File: config.mk
export PLATFORM = sky130hd
export DESIGN_NAME = text_encoding_detector_core_flat
export DESIGN_NICKNAME = d
export VERILOG_FILES = /design/src/ted_pkg.sv /design/src/ted_if.sv /design/src/ted_scan.sv /design/src/ted_classify.sv /design/src/text_encoding_detector_core.sv /design/src/flat_wrapper.sv
export SDC_FILE = /design/constraint.sdc
export NUM_CORES = 1
export LEC_CHECK = 0
export ABC_AREA = 0
export BUFFER_PORTS_ARGS = -buffer_cell sky130_fd_sc_hd__buf_2
export CORE_MARGIN = 5
export CORE_UTILIZATION = 30
export DETAILED_ROUTE_END_ITERATION = 6
export HOLD_SLACK_MARGIN = 0.15
export PLACE_DENSITY = 0.43
export RECOVER_POWER = 100
export SYNTH_ARGS = -nofsm -noshare
export SYNTH_HDL_FRONTEND = slang
export SYNTH_SLANG_ARGS = --single-unit
File: constraint.sdc
create_clock -name clock -period 2.52 [get_ports clock]
set_input_delay 0.252 -clock clock [delete_from_list [all_inputs] [get_ports clock]]
set_output_delay 0.252 -clock clock [all_outputs]
set_load 0.005 [all_outputs]
File: src/ted_pkg.sv
// shared types, constants and byte class functions of the text encoding detector
package ted_pkg;

   // byte values that the checks use
   localparam logic [7:0] BomByte0     = 8'hEF;
   localparam logic [7:0] BomByte1     = 8'hBB;
   localparam logic [7:0] BomByte2     = 8'hBF;
   localparam logic [7:0] AsciiLimit   = 8'h80;
   localparam logic [2:0] Lead2Pattern = 3'h6;   // 110xxxxx
   localparam logic [3:0] Lead3Pattern = 4'hE;   // 1110xxxx
   localparam logic [4:0] Lead4Pattern = 5'h1E;  // 11110xxx
   localparam logic [1:0] ContPattern  = 2'h2;   // 10xxxxxx
   localparam logic [7:0] SjisLeadLo1  = 8'h81;
   localparam logic [7:0] SjisLeadHi1  = 8'h9F;
   localparam logic [7:0] SjisLeadLo2  = 8'hE0;
   localparam logic [7:0] SjisLeadHi2  = 8'hFC;
   localparam logic [7:0] SjisTrailLo1 = 8'h40;
   localparam logic [7:0] SjisTrailHi1 = 8'h7E;
   localparam logic [7:0] SjisTrailLo2 = 8'h80;
   localparam logic [7:0] SjisTrailHi2 = 8'hFC;
   localparam logic [1:0] BomLength    = 2'd3;

   // result codes
   typedef enum logic [2:0] {
      EncUnknown  = 3'd0,
      EncAscii    = 3'd1,
      EncUtf8     = 3'd2,
      EncUtf8Bom  = 3'd3,
      EncShiftJis = 3'd4
   } encoding_type;

   // one input item as held in the input register
   typedef struct packed {
      logic       valid;
      logic [7:0] byte_value;
      logic       has_byte;
      logic       is_last;
   } step_type;

   // running state of one stream
   typedef struct packed {
      logic [1:0] position_count;
      logic       bom_match;
      logic       all_ascii;
      logic [1:0] continuations_due;
      logic       utf8_bad;
      logic [7:0] previous_byte;
      logic       previous_present;
      logic       sjis_seen;
   } scan_state_type;

   localparam scan_state_type ScanInit = '{
      position_count:    2'd0,
      bom_match:         1'b1,
      all_ascii:         1'b1,
      continuations_due: 2'd0,
      utf8_bad:          1'b0,
      previous_byte:     8'h00,
      previous_present:  1'b0,
      sjis_seen:         1'b0
   };

   // result fields of one stream
   typedef struct packed {
      encoding_type encoding_code;
      logic         ascii_flag;
      logic         utf8_ok;
      logic         sjis_pair_found;
   } result_type;

   function automatic logic is_sjis_lead(input logic [7:0] b);
      return ((b >= SjisLeadLo1) && (b <= SjisLeadHi1)) ||
             ((b >= SjisLeadLo2) && (b <= SjisLeadHi2));
   endfunction

   function automatic logic is_sjis_trail(input logic [7:0] b);
      return ((b >= SjisTrailLo1) && (b <= SjisTrailHi1)) ||
             ((b >= SjisTrailLo2) && (b <= SjisTrailHi2));
   endfunction

   function automatic logic [7:0] bom_byte(input logic [1:0] idx);
      logic [7:0] r;
      unique case (idx)
         2'd0:    r = BomByte0;
         2'd1:    r = BomByte1;
         default: r = BomByte2;
      endcase
      return r;
   endfunction

endpackage

File: src/ted_if.sv
// valid/ready channels for input bytes and classification results
interface ted_req_if;
   logic       valid;
   logic       ready;
   logic [7:0] byte_value;
   logic       has_byte;
   logic       is_last;

   modport source (output valid, byte_value, has_byte, is_last, input ready);
   modport sink   (input valid, byte_value, has_byte, is_last, output ready);
endinterface

interface ted_rsp_if;
   logic       valid;
   logic       ready;
   logic [2:0] encoding_code;
   logic       ascii_flag;
   logic       utf8_ok;
   logic       sjis_pair_found;

   modport source (output valid, encoding_code, ascii_flag, utf8_ok, sjis_pair_found,
                   input ready);
   modport sink   (input valid, encoding_code, ascii_flag, utf8_ok, sjis_pair_found,
                   output ready);
endinterface

File: src/ted_scan.sv
// running stream state: bom match, ascii, utf-8 structure and shift-jis pair tracking
module ted_scan import ted_pkg::*; (
   input  logic           clock,
   input  logic           reset,
   input  step_type       step,
   input  logic           advance,
   output scan_state_type view
);

   scan_state_type state_ff;
   scan_state_type state_in;
   scan_state_type upd;
   logic           take;

   // state after the byte held in the input register
   always_comb begin
      upd = state_ff;
      // bom prefix and byte count
      if (state_ff.position_count < BomLength) begin
         if (step.byte_value != bom_byte(state_ff.position_count)) begin
            upd.bom_match = 1'b0;
         end
         upd.position_count = state_ff.position_count + 2'd1;
      end
      if (step.byte_value >= AsciiLimit) begin
         upd.all_ascii = 1'b0;
      end
      // lenient utf-8 structure
      if (!state_ff.utf8_bad) begin
         priority if (state_ff.continuations_due != 2'd0) begin
            if (step.byte_value[7:6] == ContPattern) begin
               upd.continuations_due = state_ff.continuations_due - 2'd1;
            end else begin
               upd.utf8_bad = 1'b1;
            end
         end else if (step.byte_value < AsciiLimit) begin
            upd.continuations_due = 2'd0;
         end else if (step.byte_value[7:5] == Lead2Pattern) begin
            upd.continuations_due = 2'd1;
         end else if (step.byte_value[7:4] == Lead3Pattern) begin
            upd.continuations_due = 2'd2;
         end else if (step.byte_value[7:3] == Lead4Pattern) begin
            upd.continuations_due = 2'd3;
         end else begin
            upd.utf8_bad = 1'b1;
         end
      end
      // shift-jis lead/trail pair
      if (state_ff.previous_present && is_sjis_lead(state_ff.previous_byte) &&
          is_sjis_trail(step.byte_value)) begin
         upd.sjis_seen = 1'b1;
      end
      upd.previous_byte    = step.byte_value;
      upd.previous_present = 1'b1;
   end

   assign view = step.has_byte ? upd : state_ff;
   assign take = step.valid && advance;

   // next state: clear at end of stream, otherwise fold in the byte
   always_comb begin
      state_in = state_ff;
      if (take) begin
         if (step.is_last) begin
            state_in = ScanInit;
         end else if (step.has_byte) begin
            state_in = upd;
         end
      end
   end

   always_ff @(posedge clock) begin
      if (reset) begin
         state_ff <= ScanInit;
      end else begin
         state_ff <= state_in;
      end
   end

`ifndef SYNTH
   // the state is back to its start value after an end of stream
   a_clear_after_last: assert property (@(posedge clock) disable iff (reset)
      (take && step.is_last) |=> (state_ff == ScanInit))
      else $error("scan state not cleared after end of stream");

   // byte count and previous byte presence move together
   a_count_matches_prev: assert property (@(posedge clock) disable iff (reset)
      (state_ff.position_count == 2'd0) == !state_ff.previous_present)
      else $error("byte count and previous byte disagree");

   // a pending continuation means a byte of 0x80 or above was seen
   a_cont_not_ascii: assert property (@(posedge clock) disable iff (reset)
      (state_ff.continuations_due != 2'd0) |-> !state_ff.all_ascii)
      else $error("continuation pending on an all-ascii stream");
`endif

endmodule

File: src/ted_classify.sv
// final classification of a stream from its running state
module ted_classify import ted_pkg::*; (
   input  scan_state_type view,
   output result_type     result
);

   logic utf8_good;

   assign utf8_good = !view.utf8_bad && (view.continuations_due == 2'd0);

   // tests in order: empty, bom, ascii, utf-8, otherwise shift-jis
   always_comb begin
      priority if (view.position_count == 2'd0) begin
         result.encoding_code = EncUnknown;
      end else if ((view.position_count == BomLength) && view.bom_match) begin
         result.encoding_code = EncUtf8Bom;
      end else if (view.all_ascii) begin
         result.encoding_code = EncAscii;
      end else if (utf8_good) begin
         result.encoding_code = EncUtf8;
      end else begin
         result.encoding_code = EncShiftJis;
      end
      result.ascii_flag      = view.all_ascii;
      result.utf8_ok         = utf8_good;
      result.sjis_pair_found = view.sjis_seen;
   end

endmodule

File: src/text_encoding_detector_core.sv
// text encoding detector: input register, stream scan, classification, result register
//
//   channel   dir   handshake          payload
//   req_chan  in    valid/ready        byte_value[7:0], has_byte, is_last
//   rsp_chan  out   valid/ready        encoding_code[2:0], ascii_flag, utf8_ok, sjis_pair_found
//
// one item per cycle save the stall below; a result is registered as its last item moves on.
// the running state update of one byte, held in the input register, sets the cycle.
// reset is synchronous and clears the input stage, the stream state and the result valid.
// only an item that ends a stream waits on a full result register; other items pass.
module text_encoding_detector_core import ted_pkg::*; (
   input logic       clock,
   input logic       reset,
   ted_req_if.sink   req_chan,
   ted_rsp_if.source rsp_chan
);

   step_type       in_ff;
   step_type       in_in;
   logic           advance;
   scan_state_type view;
   result_type     result;
   result_type     rsp_data_ff;
   logic           rsp_valid_ff;
   logic           rsp_valid_in;
   logic           fire_last;

   // the held item moves on unless it ends a stream and the result slot is blocked
   assign advance   = !in_ff.valid || !in_ff.is_last || !rsp_valid_ff || rsp_chan.ready;
   assign fire_last = in_ff.valid && in_ff.is_last && advance;
   assign req_chan.ready = advance;

   // input register
   always_comb begin
      in_in = in_ff;
      if (advance) begin
         in_in.valid      = req_chan.valid;
         in_in.byte_value = req_chan.byte_value;
         in_in.has_byte   = req_chan.has_byte;
         in_in.is_last    = req_chan.is_last;
      end
   end

   always_ff @(posedge clock) begin
      if (reset) begin
         in_ff.valid <= 1'b0;
      end else begin
         in_ff.valid <= in_in.valid;
      end
      in_ff.byte_value <= in_in.byte_value;
      in_ff.has_byte   <= in_in.has_byte;
      in_ff.is_last    <= in_in.is_last;
   end

   ted_scan u_scan (
      .clock   (clock),
      .reset   (reset),
      .step    (in_ff),
      .advance (advance),
      .view    (view)
   );

   ted_classify u_classify (
      .view   (view),
      .result (result)
   );

   // result register
   always_comb begin
      rsp_valid_in = rsp_valid_ff;
      if (fire_last) begin
         rsp_valid_in = 1'b1;
      end else if (rsp_chan.ready) begin
         rsp_valid_in = 1'b0;
      end
   end

   always_ff @(posedge clock) begin
      if (reset) begin
         rsp_valid_ff <= 1'b0;
      end else begin
         rsp_valid_ff <= rsp_valid_in;
      end
      if (fire_last) begin
         rsp_data_ff <= result;
      end
   end

   assign rsp_chan.valid           = rsp_valid_ff;
   assign rsp_chan.encoding_code   = rsp_data_ff.encoding_code;
   assign rsp_chan.ascii_flag      = rsp_data_ff.ascii_flag;
   assign rsp_chan.utf8_ok         = rsp_data_ff.utf8_ok;
   assign rsp_chan.sjis_pair_found = rsp_data_ff.sjis_pair_found;

`ifndef SYNTH
   // a result only follows an end-of-stream item leaving the input register
   a_result_from_last: assert property (@(posedge clock) disable iff (reset)
      $rose(rsp_valid_ff) |-> $past(in_ff.valid && in_ff.is_last))
      else $error("result without end of stream");

   // a blocked result holds back a waiting end-of-stream item
   a_stall_holds_last: assert property (@(posedge clock) disable iff (reset)
      (rsp_valid_ff && !rsp_chan.ready && in_ff.valid && in_ff.is_last) |-> !req_chan.ready)
      else $error("end-of-stream item overran a pending result");

   // an unknown result only comes from an empty stream
   a_unknown_empty: assert property (@(posedge clock) disable iff (reset)
      (rsp_valid_ff && (rsp_data_ff.encoding_code == EncUnknown)) |->
      (rsp_data_ff.ascii_flag && rsp_data_ff.utf8_ok && !rsp_data_ff.sjis_pair_found))
      else $error("unknown code on a non-empty stream");
`endif

endmodule

File: src/flat_wrapper.sv
// flat-port wrapper written by rule: the top's interface ports become plain ports
module text_encoding_detector_core_flat import ted_pkg::*;
  (clock, reset, req_chan_valid, req_chan_byte_value, req_chan_has_byte, req_chan_is_last, req_chan_ready, rsp_chan_valid, rsp_chan_encoding_code, rsp_chan_ascii_flag, rsp_chan_utf8_ok, rsp_chan_sjis_pair_found, rsp_chan_ready);
  ted_req_if req_chan_i ();
  ted_rsp_if rsp_chan_i ();
  input logic clock;
  input logic reset;
  input wire logic [$bits(req_chan_i.valid)-1:0] req_chan_valid;
  input wire logic [$bits(req_chan_i.byte_value)-1:0] req_chan_byte_value;
  input wire logic [$bits(req_chan_i.has_byte)-1:0] req_chan_has_byte;
  input wire logic [$bits(req_chan_i.is_last)-1:0] req_chan_is_last;
  output wire logic [$bits(req_chan_i.ready)-1:0] req_chan_ready;
  output wire logic [$bits(rsp_chan_i.valid)-1:0] rsp_chan_valid;
  output wire logic [$bits(rsp_chan_i.encoding_code)-1:0] rsp_chan_encoding_code;
  output wire logic [$bits(rsp_chan_i.ascii_flag)-1:0] rsp_chan_ascii_flag;
  output wire logic [$bits(rsp_chan_i.utf8_ok)-1:0] rsp_chan_utf8_ok;
  output wire logic [$bits(rsp_chan_i.sjis_pair_found)-1:0] rsp_chan_sjis_pair_found;
  input wire logic [$bits(rsp_chan_i.ready)-1:0] rsp_chan_ready;
  assign req_chan_i.valid = req_chan_valid;
  assign req_chan_i.byte_value = req_chan_byte_value;
  assign req_chan_i.has_byte = req_chan_has_byte;
  assign req_chan_i.is_last = req_chan_is_last;
  assign req_chan_ready = req_chan_i.ready;
  assign rsp_chan_valid = rsp_chan_i.valid;
  assign rsp_chan_encoding_code = rsp_chan_i.encoding_code;
  assign rsp_chan_ascii_flag = rsp_chan_i.ascii_flag;
  assign rsp_chan_utf8_ok = rsp_chan_i.utf8_ok;
  assign rsp_chan_sjis_pair_found = rsp_chan_i.sjis_pair_found;
  assign rsp_chan_i.ready = rsp_chan_ready;
  text_encoding_detector_core u_core (.clock(clock), .reset(reset), .req_chan(req_chan_i), .rsp_chan(rsp_chan_i));
endmodule
# ---- After elaboration in Yosys (flattened, before gate mapping)
# Index checks and enable logic that the tools add are counted.
# Widths: inputs -> output; s select.
dict set report totals {
  in_bits 14
  reg_bits 35
  wordCells 90
}
dict set report classes {
  n_reduce_logical 28
  muxes 25
  add_sub_neg 2
  n_eq_ne 7
  n_lt_le_gt_ge 10
}
# operator count
set op_table {}
lappend op_table {{$mux 17} 2}
lappend op_table {{$ge 8x8->1 const B} 3}
lappend op_table {{$le 8x8->1 const B} 3}
lappend op_table {{$mux 2} 7}
lappend op_table {{$pmux 7 s2} 1}
lappend op_table {{$mux 3} 4}
lappend op_table {{$logic_and 1x1->1} 11}
lappend op_table {{$mux 1} 10}
lappend op_table {{$ge 8x7->1 const B} 1}
lappend op_table {{$le 8x7->1 const B} 1}
lappend op_table {{$lt 8x8->1 const B} 1}
lappend op_table {{$mux 8} 1}
lappend op_table {{$ne 8x8->1} 1}
lappend op_table {{$logic_not 2->1} 3}
lappend op_table {{$reduce_bool 2->1} 3}
lappend op_table {{$eq 5x5->1 const B} 1}
lappend op_table {{$logic_or 1x1->1} 5}
lappend op_table {{$eq 2x2->1 const B} 2}
lappend op_table {{$eq 4x4->1 const B} 1}
lappend op_table {{$logic_not 1->1} 4}
lappend op_table {{$eq 3x3->1 const B} 1}
lappend op_table {{$reduce_or 3->1} 1}
lappend op_table {{$add 2x1->2 const B} 1}
lappend op_table {{$eq 2x1->1 const B} 1}
lappend op_table {{other kinds (3)} 3}

# ---- Logic depth before layout (Yosys ltp)
# Gate-level depths: netlist of run 1.
dict set report logic_depth {
  ltp_word 13
  mapped_depth 7
  depth_no_buf 7
}

# ---- Cells and area by module
# A second synthesis of run 1 with hierarchy kept.
dict set report unflattened {
  hier_cells 169
  hier_area_um2 1697.9
}
# module n_inst area_per_inst_um2 cells_per_inst
set modules_own_cells {}
lappend modules_own_cells {ted_scan 1 1052.3 130}
lappend modules_own_cells {text_encoding_detector_core 1 559.3 25}
lappend modules_own_cells {ted_classify 1 86.3 14}

# ---- Worst setup path before layout of run 1
# Ideal clock, no wire load.
dict set report synth_timing {
  path_type {register to register}
  start {register u_core.u_scan.state_ff[11] (netlist bit)}
  end {register u_core.rsp_data_ff, in the netlist u_core.rsp_chan.utf8_ok, data pin}
  setup_slack_ps 837
  period_less_slack_ps 1683
  path_buffers 0
  stages_incl_launch_ff 7
  required_ps 2265
  setup_ps 255
  t_arrival_ps 1429
  cell_sequence {dfxtp_1 > inv_1 > ha_1 > and4bb_1 > nor4_2 > nor3_1 > and2_1}
}
# item line
set synth_rtl {}
lappend synth_rtl {{start: declaration} ted_scan.sv:10} ;# scan_state_type state_ff;
lappend synth_rtl {{start signal: assignment} ted_scan.sv:74} ;# state_ff <= ScanInit;
lappend synth_rtl {{start signal: assignment} ted_scan.sv:76} ;# state_ff <= state_in;
lappend synth_rtl {{end signal: assignment} text_encoding_detector_core.sv:85} ;# rsp_data_ff <= result;
lappend synth_rtl {{end: declaration} text_encoding_detector_core.sv:23} ;# result_type rsp_data_ff;

==> results of run 1 <==
-- cell usage after synthesis, drive strengths merged --
master / instances / area, um^2
ha: 1 / 12.5
o21a: 1 / 7.51
nor4bb: 1 / 10.0
dfxtp: 19 / 380
o2111a: 1 / 11.3
buf: 3 / 21.3
nand3: 4 / 20.0
a32oi: 1 / 8.76
nor2b: 3 / 18.8
and4bb: 1 / 12.5
nand2: 15 / 58.8
nand4b: 1 / 8.76
or2b: 1 / 7.51
nand2b: 5 / 31.3
a211oi: 1 / 12.5
inv: 5 / 18.8
nand4: 3 / 18.8
a21o: 1 / 7.51
or3: 1 / 6.26
o21ai: 5 / 25.0
nor2: 23 / 86.3
clkbuf: 6 / 32.5
or2: 2 / 12.5
a22oi: 9 / 67.6
and2: 3 / 18.8
a21oi: 11 / 55.1
nand3b: 1 / 7.51
a221oi: 1 / 8.76
nor4: 2 / 18.8
a21boi: 1 / 7.51
edfxtp: 16 / 480
a22o: 1 / 8.76
a31oi: 5 / 31.3
o41ai: 1 / 8.76
o31ai: 2 / 15.0
nor3: 6 / 30.0
a211o: 1 / 8.76
-- layout make-up --
type	count	area [um^2]
Timing Repair Buffer	31	196
Sequential cell	35	861
Tap cell	70	87.6
Fill cell	546	3240
Inverter	5	18.8
Multi-Input combinational cell	115	657
Clock buffer	7	76.3
-- critical path, stage by stage, from the launching register on --
cell and delay [ns]:
edfxtp_1 0.65, nand2b_1 0.18, a22o_1 0.26, nor4_1 0.42, nor3_1 0.13, and2_0 0.17
-- flip-flops by register name (all words and copies together), names as in the netlist --
register and flops:
u_core.u_scan.state_ff 17, u_core.rsp_chan.valid 1, u_core.rsp_chan.encoding_code 3, u_core.rsp_chan.ascii_flag 1, u_core.in_ff 11, u_core.rsp_chan.utf8_ok 1
u_core.rsp_chan.sjis_pair_found 1
-- per-stage QoR --
| stage | total power, W | worst slack [ns] | util, % |
|---|---|---|---|
| floorplan | 0.000709 | 0.837 | - |
| global placement | 0.000738 | 0.640 | 33.8 |
| detailed placement | 0.000739 | 0.604 | 33.8 |
| CTS | 0.00113 | 0.591 | 37.2 |
| global route | 0.00117 | 0.255 | 36.9 |
| finish | 0.00111 | 0.470 | 36.9 |
-- cells by family (layout without fill, tap and decap cells) --
logic type	Yosys count	count (layout)	share of synthesized area, %
AO/OA/AOI/OAI	42	42	17.8
buffers and inverters	14	43	4.55
adder cells (fa/ha/maj)	1	1	0.784
flip-flops	35	35	53.9
AND/OR/NAND/NOR	72	72	23.0
-- report_power, final --
part / total [W] / internal [W] / switching [W]
registers: 0.000643 / 0.000615 / 0.0000279
clock network: 0.000373 / 0.000190 / 0.000183
logic: 0.0000928 / 0.0000462 / 0.0000466
total: 0.00111 / 0.000851 / 0.000257
-- per-layer routing --
layer	GRT usage [%]	vias to the layer above
met5	0	-
met4	4.01	0
met3	3.96	7
met2	17.9	46
met1	13.1	603
li1	-	653
-- worst min-delay path by stage --
| stage | from | to | slack (ns) | depth (start not counted) |
|---|---|---|---|---|
| after floorplan | reset | u_core.in_ff[10] | 0.32 | 1 |
| after global placement | req_chan_byte_value[5] | u_core.in_ff[7] | 0.43 | 1 |
| after detailed placement | req_chan_byte_value[3] | u_core.in_ff[5] | 0.43 | 1 |
| after CTS | req_chan_valid | u_core.in_ff[10] | 0.20 | 3 |
| after global routing | req_chan_valid | u_core.in_ff[10] | 0.22 | 3 |
| final | req_chan_valid | u_core.in_ff[10] | 0.20 | 3 |
==> flow_metrics.env, run 1 <==
export IMPL_clk_latency_ns=0.28
export IMPL_syn_cell_area_mm2=0.00160
export IMPL_rr_endpoint="u_core.rsp_chan.utf8_ok"
export IMPL_ir_drop_v=0.000264
export IMPL_hold_path_class="in -> reg"
export IMPL_htreeDepth=2
export IMPL_track_usage_pct=10.9
export IMPL_stdcell_count=263
export IMPL_drive_above_1_share_pct=10.9
export IMPL_post_cts_setup_buffers=0
export IMPL_area_growth_pct=18.8
export IMPL_setup_tns_final_ns=0
export IMPL_crit_path_end="u_core.rsp_chan.utf8_ok"
export IMPL_fin_skew_ns=0.00390
export IMPL_wl_met2_mm=1.61
export IMPL_die_area_mm2=0.00688
export IMPL_clkTransAtPathRegs_ns=0.07
export IMPL_fp_dieW_um=83.0
export IMPL_slew_violations=0
export IMPL_final_common_cell="nor2_1"
export IMPL_drcViolationCount=0
export IMPL_ios=22
export IMPL_relSlewSlack_pct=49.2
export IMPL_cts_hold_repair_buffers=10
export IMPL_tightest_slew_ns=0.756
export IMPL_cp_end_kind="flop"
export IMPL_top_layer="met4"
export IMPL_synth_nets=179
export IMPL_avgSynthCellArea_um2=9.73
export IMPL_cts_root_buf="clkbuf_8"
export IMPL_wire_per_inst_um=13.7
export IMPL_status="completed"
export IMPL_whs_ns=0.203
export IMPL_cts_tree="yes"
export IMPL_post_route_period_util_pct=81.3
export IMPL_cts_buffers=5
export IMPL_final_cell_mix="nor2_1 (23), dfxtp_1 (19), edfxtp_1 (16)"
export IMPL_wl_met3_um=242
export IMPL_setup_violations=0
export IMPL_routed_wl_mm=3.60
export IMPL_antenna_found_initial=0
export IMPL_core_area_mm2=0.00514
export IMPL_reg2reg_depth=5
export IMPL_period_minus_slack_ns=2.05
export IMPL_start_kind="flop"
export IMPL_die_h_um=83.0
export IMPL_antenna_cells=0
export IMPL_nets=208
export IMPL_start_util_pct=31.1
export IMPL_routed_via_density=4.98
export IMPL_place_gp_congestion=0.903
export IMPL_clkSinkCount=35
export IMPL_io_buffers=21
export IMPL_r2r_slack_ns=0.47
export IMPL_placed_area_mm2=0.00174
export IMPL_placed_cells=246
export IMPL_wl_met1_mm=1.69
export IMPL_clock_path_buffers=2
export IMPL_yosysSeqAreaShare_pct=53.9
export IMPL_powerDensity_mw_per_mm2=584
export IMPL_grt_max_degree=16
export IMPL_crit_required_ns=2.56
export IMPL_critPathMaxFanout=15
export IMPL_rr_startpoint="u_core.in_ff[1]"
export IMPL_hpwl_mm=2.55
export IMPL_grt_ovfl_total=0
export IMPL_grt_pass1_vias=1280
export IMPL_ys_warn_count=0
export IMPL_ant_nets=0
export IMPL_cap_violations=0
export IMPL_ctsResizeCount=0
export IMPL_synth_seq_cells=35
export IMPL_yosysUniqueCellTypes=42
export IMPL_cp_arrival_ns=2.09
export IMPL_vias=1309
export IMPL_fmax_mhz=488
export IMPL_design_area_mm2=0.00190
export IMPL_grt_setup_unrepaired="no"
export IMPL_drtPass1Iterations=4
export IMPL_crit_start="u_core.in_ff[1]"
export IMPL_drt_first_iter_violations=67
export IMPL_synthCells=164
export IMPL_hold_viol=0
export IMPL_fp_row_count=26
export IMPL_grt_pass1_wl_mm=6.08
export IMPL_p_leak_nw=0.671
export IMPL_critical_path_class="reg -> reg"
No activity file was read; power rests on OpenSTA's default activity.
==> run 2: changes to the inputs <==
Settings changed: PLACE_DENSITY 0.43 to 0.45.
Clock period 2.52 ns to 1.7 ns, I/O delays scaled along.
==> run 2 against run 1 <==
First-iteration DRC count down 9.0%. Combinational power up 140%. Die area unchanged. Via count up 9.0%. Design area up 19%. Sequential cell count unchanged. Highest routed layer unchanged.
==> flow_metrics.env, run 2 (synthesized netlist as in run 1, its figures left out) <==
export IMPL_status="completed"
export IMPL_path_cells="inv_2, ha_4, nand3b_1, a211oi_2, nor4_4, or3_1, o21ai_1"
export IMPL_grt_setup_unrepaired="yes"
export IMPL_rr_startpoint="u_core.u_scan.state_ff[12]"
export IMPL_slew_violations=0
export IMPL_fp_dieW_um=83.0
export IMPL_start_util_pct=31.1
export IMPL_hpwl_mm=2.88
export IMPL_die_area_mm2=0.00688
export IMPL_cap_violations=0
export IMPL_vias=1427
export IMPL_hold_depth=2
export IMPL_die_h_um=83.0
export IMPL_grt_pass1_vias=1447
export IMPL_grt_pass1_wl_mm=6.58
export IMPL_slowest_delay_ns=0.34
export IMPL_ir_drop_v=0.000413
export IMPL_power_frac_comb_pct=11.3
export IMPL_hp_start="reset"
export IMPL_slowest_stage="or3_1"
export IMPL_routed_wl_mm=4.04
export IMPL_regArea_um2=862
export IMPL_track_usage_pct=11.7
export IMPL_largest_register="u_core.u_scan.state_ff"
export IMPL_clock_path_buffers=2
export IMPL_hold_path_class="in -> reg"
export IMPL_p_sw_w=0.000438
export IMPL_largest_reg_flops=17
export IMPL_critical_path_class="reg -> reg"
export IMPL_p_leak_nw=0.884
export IMPL_antenna_cells=0
export IMPL_ant_nets=0
export IMPL_clkSinkCount=35
export IMPL_period_minus_slack_ns=1.66
export IMPL_r2r_slack_ns=0.04
export IMPL_multi_input_area_um2=712
export IMPL_antenna_found_initial=0
export IMPL_min_delay_worst_endpoint="u_core.u_scan.state_ff[9]"
export IMPL_crit_required_ns=1.86
export IMPL_cts_root_buf="clkbuf_8"
export IMPL_cp_arrival_ns=1.82
export IMPL_reg2reg_depth=7
export IMPL_seqPwrFrac_pct=48.3
export IMPL_final_cell_mix="buf_4 (32), nor2_1 (23), buf_2 (18), dfxtp_1 (18), edfxtp_1 (16)"
export IMPL_routed_via_density=4.76
export IMPL_fmax_mhz=601
export IMPL_rr_endpoint="u_core.rsp_chan.encoding_code[1]"
export IMPL_drt_first_iter_violations=61
export IMPL_tightest_slew_ns=0.504
export IMPL_hold_viol=0
export IMPL_area_growth_pct=41.7
export IMPL_p_int_w=0.00150
export IMPL_cts_buffers=5
export IMPL_place_gp_congestion=0.845
export IMPL_drtPass1Iterations=4
export IMPL_setup_tns_final_ns=0
export IMPL_drive_above_1_share_pct=30.9
export IMPL_final_common_cell="buf_4"
export IMPL_fin_skew_ns=0.0102
export IMPL_htreeDepth=2
export IMPL_finish_utilization_pct=44.0
export IMPL_clkTransAtPathRegs_ns=0.08
export IMPL_grt_ovfl_total=0
export IMPL_nets=244
export IMPL_cp_end_kind="flop"
export IMPL_io_buffers=21
export IMPL_cts_tree="yes"
export IMPL_fillers=521
export IMPL_wire_per_inst_um=13.5
export IMPL_setup_violations=0
export IMPL_ios=22
export IMPL_post_route_period_util_pct=97.8
export IMPL_critPathMaxFanout=5
export IMPL_powerDensity_mw_per_mm2=857
export IMPL_clk_latency_ns=0.29
export IMPL_clkPwrFrac_pct=40.4
export IMPL_swShare_pct=22.6
export IMPL_grt_max_degree=16
export IMPL_core_area_mm2=0.00514
export IMPL_drcViolationCount=0
export IMPL_fp_row_count=26
export IMPL_start_kind="flop"
export IMPL_relSlewSlack_pct=66.3
run 2: cell types whose count changed in the layout (fill, tap and decap cells not counted), sizes merged:
cell,before,now
buf,15,50
bufinv,0,1
clkbuf,13,12
dlygate4sd3,10,11
clkinv,0,1
run 2: timing repair:
action	CTS	global route
pin swaps	1	7
gates resized for setup	5	6
setup buffers	0	3
endpoints found under the setup margin	2	5
hold buffers	11	0
endpoints found under the hold margin	11	0
run 2: worst max-delay path, delay by kind of cell, from the launching register on:
kind | cells | cell delay (ns)
flops | 1 | 0.33
fa+ha+maj | 1 | 0.16
buf+inv | 1 | 0.07
simple gates | 3 | 0.54
compound gates | 2 | 0.41
run 2: through the flow:
step	total power, W	worst slack [ns]	area [um^2]	cells	hold WS (ns)
6_report	0.00194	0.0374	2260	300	0.241
5_1_grt	0.00202	-0.0899	2260	300	0.259
4_1_cts	0.00195	0.0000701	2230	297	0.240
3_5_place_dp	0.00114	-0.0707	1980	278	0.349
3_3_place_gp	0.00114	-0.00848	1980	278	0.347
2_1_floorplan	0.00105	0.0167	1600	164	0.239
run 2: cell type report:
type                            count  share of cell area [%]
Tap cell                           70                    3.87
Clock inverter                      2                    1.55
Sequential cell                    35                    38.1
Timing Repair Buffer               67                    20.5
Inverter                            5                   0.830
Clock buffer                        6                    3.65
Multi-Input combinational cell    115                    31.5
run 2: routing by layer:
layer	share of wire (%)	track usage [%]	vias to the layer above	wire length [um]
met2	45	18.7	39	1830
li1	-	-	726	-
met4	2.0	4.90	0	81
met1	48	14.8	653	1930
met5	0	0	-	0
met3	5.0	3.37	9	200
run 2: worst max path at each step:
stage	start	end	slack [ns]	cells after the start
2_1_floorplan	u_core.u_scan.state_ff[11]	u_core.rsp_chan.utf8_ok	0.02	6
3_3_place_gp	u_core.u_scan.state_ff[12]	u_core.rsp_chan.utf8_ok	-0.008	7
3_5_place_dp	u_core.u_scan.state_ff[12]	u_core.rsp_chan.utf8_ok	-0.07	7
4_1_cts	u_core.in_ff[8]	u_core.rsp_chan.encoding_code[2]	0.00007	7
5_1_grt	u_core.u_scan.state_ff[12]	u_core.rsp_chan.encoding_code[1]	-0.09	7
6_report	u_core.u_scan.state_ff[12]	u_core.rsp_chan.encoding_code[1]	0.04	7
run 2: power by group through the flow:
| stage | Clock (W) | Sequential, W | Combinational [W] |
|---|---|---|---|
| final | 0.000784 | 0.000936 | 0.000219 |
| after global routing | 0.000841 | 0.000940 | 0.000240 |
| after detailed placement | 0 | 0.000955 | 0.000187 |
| after global placement | 0 | 0.000954 | 0.000187 |
| after CTS | 0.000801 | 0.000936 | 0.000214 |
| after floorplan | 0 | 0.000946 | 0.000104 |
==> run 3: changes to the inputs <==
Settings changed: PLACE_DENSITY 0.45 to 0.43, SYNTH_HIERARCHICAL from default to 1.
Clock period 1.7 ns to 2 ns, I/O delays scaled along.
==> run 3 against run 2 <==
Hold slack lost 0.028 ns. Non-clock buffer count shrank 21. Design area shrank 3.4%. Register-to-register slack gained 0.07 ns. Utilization shrank 4.3 points. First-iteration DRC count grew 49%. Critical path depth is the same. Critical endpoint is now u_core/rsp_chan.encoding_code[2]. Global-route usage grew 0.32 points. Area after synthesis grew 6.3%. Sequential share of layout area grew 1.4 points. Fmax shrank 12%.
==> flow_metrics.env, run 3 <==
export IMPL_status="completed"
export IMPL_start_util_pct=30.8
export IMPL_vias=1402
export IMPL_setup_violations=0
export IMPL_ant_nets=0
export IMPL_nets=228
export IMPL_hold_path_class="in -> reg"
export IMPL_routed_via_density=4.90
export IMPL_rr_endpoint="u_core/rsp_chan.encoding_code[2]"
export IMPL_drtPass1Iterations=4
export IMPL_htreeDepth=2
export IMPL_final_common_cell="dfxtp_1"
export IMPL_hold_depth=3
export IMPL_drcViolationCount=0
export IMPL_synth_edf_count=16
export IMPL_io_buffers=21
export IMPL_synth_top_cell_area_share_pct=28.3
export IMPL_synth_top_area_cell="edfxtp_1"
export IMPL_ir_drop_v=0.000337
export IMPL_synth_area_leaders="edfxtp_1 (28%), dfxtp_1 (22%), mux2_2 (4.6%)"
export IMPL_slew_violations=0
export IMPL_track_usage_pct=12.0
export IMPL_area_growth_pct=28.7
export IMPL_reg2reg_depth=7
export IMPL_drt_first_iter_violations=91
export IMPL_fillers=531
export IMPL_ys_warn_count=6
export IMPL_core_area_mm2=0.00551
export IMPL_synthCells=169
export IMPL_syn_cell_area_mm2=0.00170
export IMPL_synthArstFlopShare_pct=0
export IMPL_synth_seq_cells=35
export IMPL_cp_end_kind="flop"
export IMPL_antenna_cells=0
export IMPL_die_area_mm2=0.00726
export IMPL_start_kind="flop"
export IMPL_crit_required_ns=2.10
export IMPL_ios=22
export IMPL_hpwl_mm=2.80
export IMPL_cp_arrival_ns=1.99
export IMPL_synthTopCellsByCount="dfxtp_1 (19), nor2_1 (19), edfxtp_1 (16)"
export IMPL_routed_wl_mm=4.22
export IMPL_cts_root_buf="clkbuf_8"
export IMPL_relSlewSlack_pct=54.6
export IMPL_clk_latency_ns=0.28
export IMPL_avgSynthCellArea_um2=10.0
export IMPL_fin_skew_ns=0.00761
export IMPL_clkSinkCount=35
export IMPL_post_route_period_util_pct=94.7
export IMPL_powerDensity_mw_per_mm2=682
export IMPL_wire_per_inst_um=14.8
export IMPL_clkTransAtPathRegs_ns=0.07
export IMPL_fmax_mhz=528
export IMPL_place_gp_congestion=0.734
export IMPL_die_h_um=85.2
export IMPL_hold_viol=0
export IMPL_p_total_w=0.00149
export IMPL_fp_dieW_um=85.2
export IMPL_synth_ff_type="dfxtp_1"
export IMPL_grt_pass1_wl_mm=6.87
export IMPL_hp_start="rsp_chan_ready"
export IMPL_synth_nets=184
export IMPL_final_cell_mix="dfxtp_1 (18), nor2_1 (17), buf_2 (16), edfxtp_1 (16), nand2_1 (13)"
export IMPL_yosysUniqueCellTypes=49
export IMPL_cts_buffers=5
export IMPL_critPathMaxFanout=6
export IMPL_r2r_slack_ns=0.11
export IMPL_largest_reg_flops=17
export IMPL_regArea_um2=862
export IMPL_p_leak_nw=0.828
export IMPL_grt_pass1_vias=1400
export IMPL_tightest_slew_ns=0.679
export IMPL_cts_tree="yes"
export IMPL_whs_ns=0.213
export IMPL_rr_startpoint="u_core/in_ff[8]"
export IMPL_multi_input_area_um2=826
export IMPL_period_minus_slack_ns=1.89
export IMPL_critical_path_class="reg -> reg"
export IMPL_cap_violations=0
export IMPL_clock_path_buffers=2
export IMPL_largest_register="u_core/u_scan/state_ff"
export IMPL_yosysSeqAreaShare_pct=50.7
export IMPL_grt_ovfl_total=0
export IMPL_grt_max_degree=17
export IMPL_min_delay_worst_endpoint="u_core/rsp_chan.valid"
export IMPL_drive_above_1_share_pct=27.6
export IMPL_antenna_found_initial=0
export IMPL_fp_row_count=27
export IMPL_setup_tns_final_ns=0
==> run 3: cell types whose count changed after synthesis, moves of 3 or more <==
cell	delta
nor2_1	-4
mux2_2	+7
a21oi_1	-4
o21ai_0	+6
clkbuf_1	-3
nor3_1	-4
inv_1	+3
buf_4	+3
nand3_1	-3
==> run 3: power by group <==
part           internal [W]  total [W]  switching (W)
sequential         0.000776   0.000800      0.0000241
combinational      0.000104   0.000212       0.000108
clock              0.000237   0.000478       0.000241
==> run 3: kinds of logic after synthesis <==
family / count (synthesis) / share of synthesized area (%)
xor gates and xnor gates: 1 / 0.516
muxes: 7 / 4.64
DFF: 35 / 50.7
AOI/OAI and AO/OA: 44 / 18.3
buffers and inverters: 17 / 5.08
and+or+nand+nor: 63 / 19.3
adders and majority gates: 2 / 1.40
==> run 3: worst max path at each step <==
stage / slack (ns) / end / startpoint
global placement: 0.09 / u_core/rsp_chan.encoding_code[1] / u_core/u_scan/state_ff[11]
CTS: 0.03 / u_core/rsp_chan.encoding_code[1] / u_core/u_scan/state_ff[11]
detailed placement: 0.07 / u_core/rsp_chan.encoding_code[1] / u_core/u_scan/state_ff[11]
floorplan: 0.08 / u_core/u_scan/state_ff[10] / u_core/in_ff[0]
global route: -0.002 / u_core/rsp_chan.encoding_code[1] / u_core/in_ff[8]
finish: 0.11 / u_core/rsp_chan.encoding_code[2] / u_core/in_ff[8]
==> run 3: repair_timing <==
item / in CTS / in global routing
setup buffers: 0 / 7
resized for setup: 0 / 15
endpoints found under the hold margin: 11 / 0
setup endpoints to repair: 0 / 3
hold buffers: 11 / 0
==> run 3: final cells by class <==
class                           count  area share [%]
Clock buffer                        6            3.32
Clock inverter                      2           0.344
Inverter                            8            1.37
Multi-Input combinational cell    117            37.8
Sequential cell                    35            39.5
Tap cell                           72            4.12
Timing Repair Buffer               46            13.6
==> run 3: per-layer routing <==
metal  vias up  track usage [%]  wire length (um)
met5         -                0                 0
met4         0             3.45                41
met3         4             3.59               193
met2        33             20.3              2130
met1       658             14.8              1860
li1        707                -                 -
==> run 3: critical path, cell delays in order, from the launching register on <==
cell       delay, ns
edfxtp_1        0.43
buf_4           0.18
nor2b_1         0.14
a221oi_2        0.33
nor4_4          0.07
nor2_2          0.17
nor3_2          0.07
a2111oi_2       0.32
==> run 3: stage by stage <==
step	std cells	utilization (%)	worst slack (ns)	instance area (um^2)
after floorplan	169	-	0.0775	1700
after global placement	260	34.3	0.0920	1890
after detailed placement	260	34.3	0.0682	1890
after CTS	279	37.8	0.0297	2080
after global routing	286	39.7	-0.00180	2180
final	286	39.7	0.107	2180
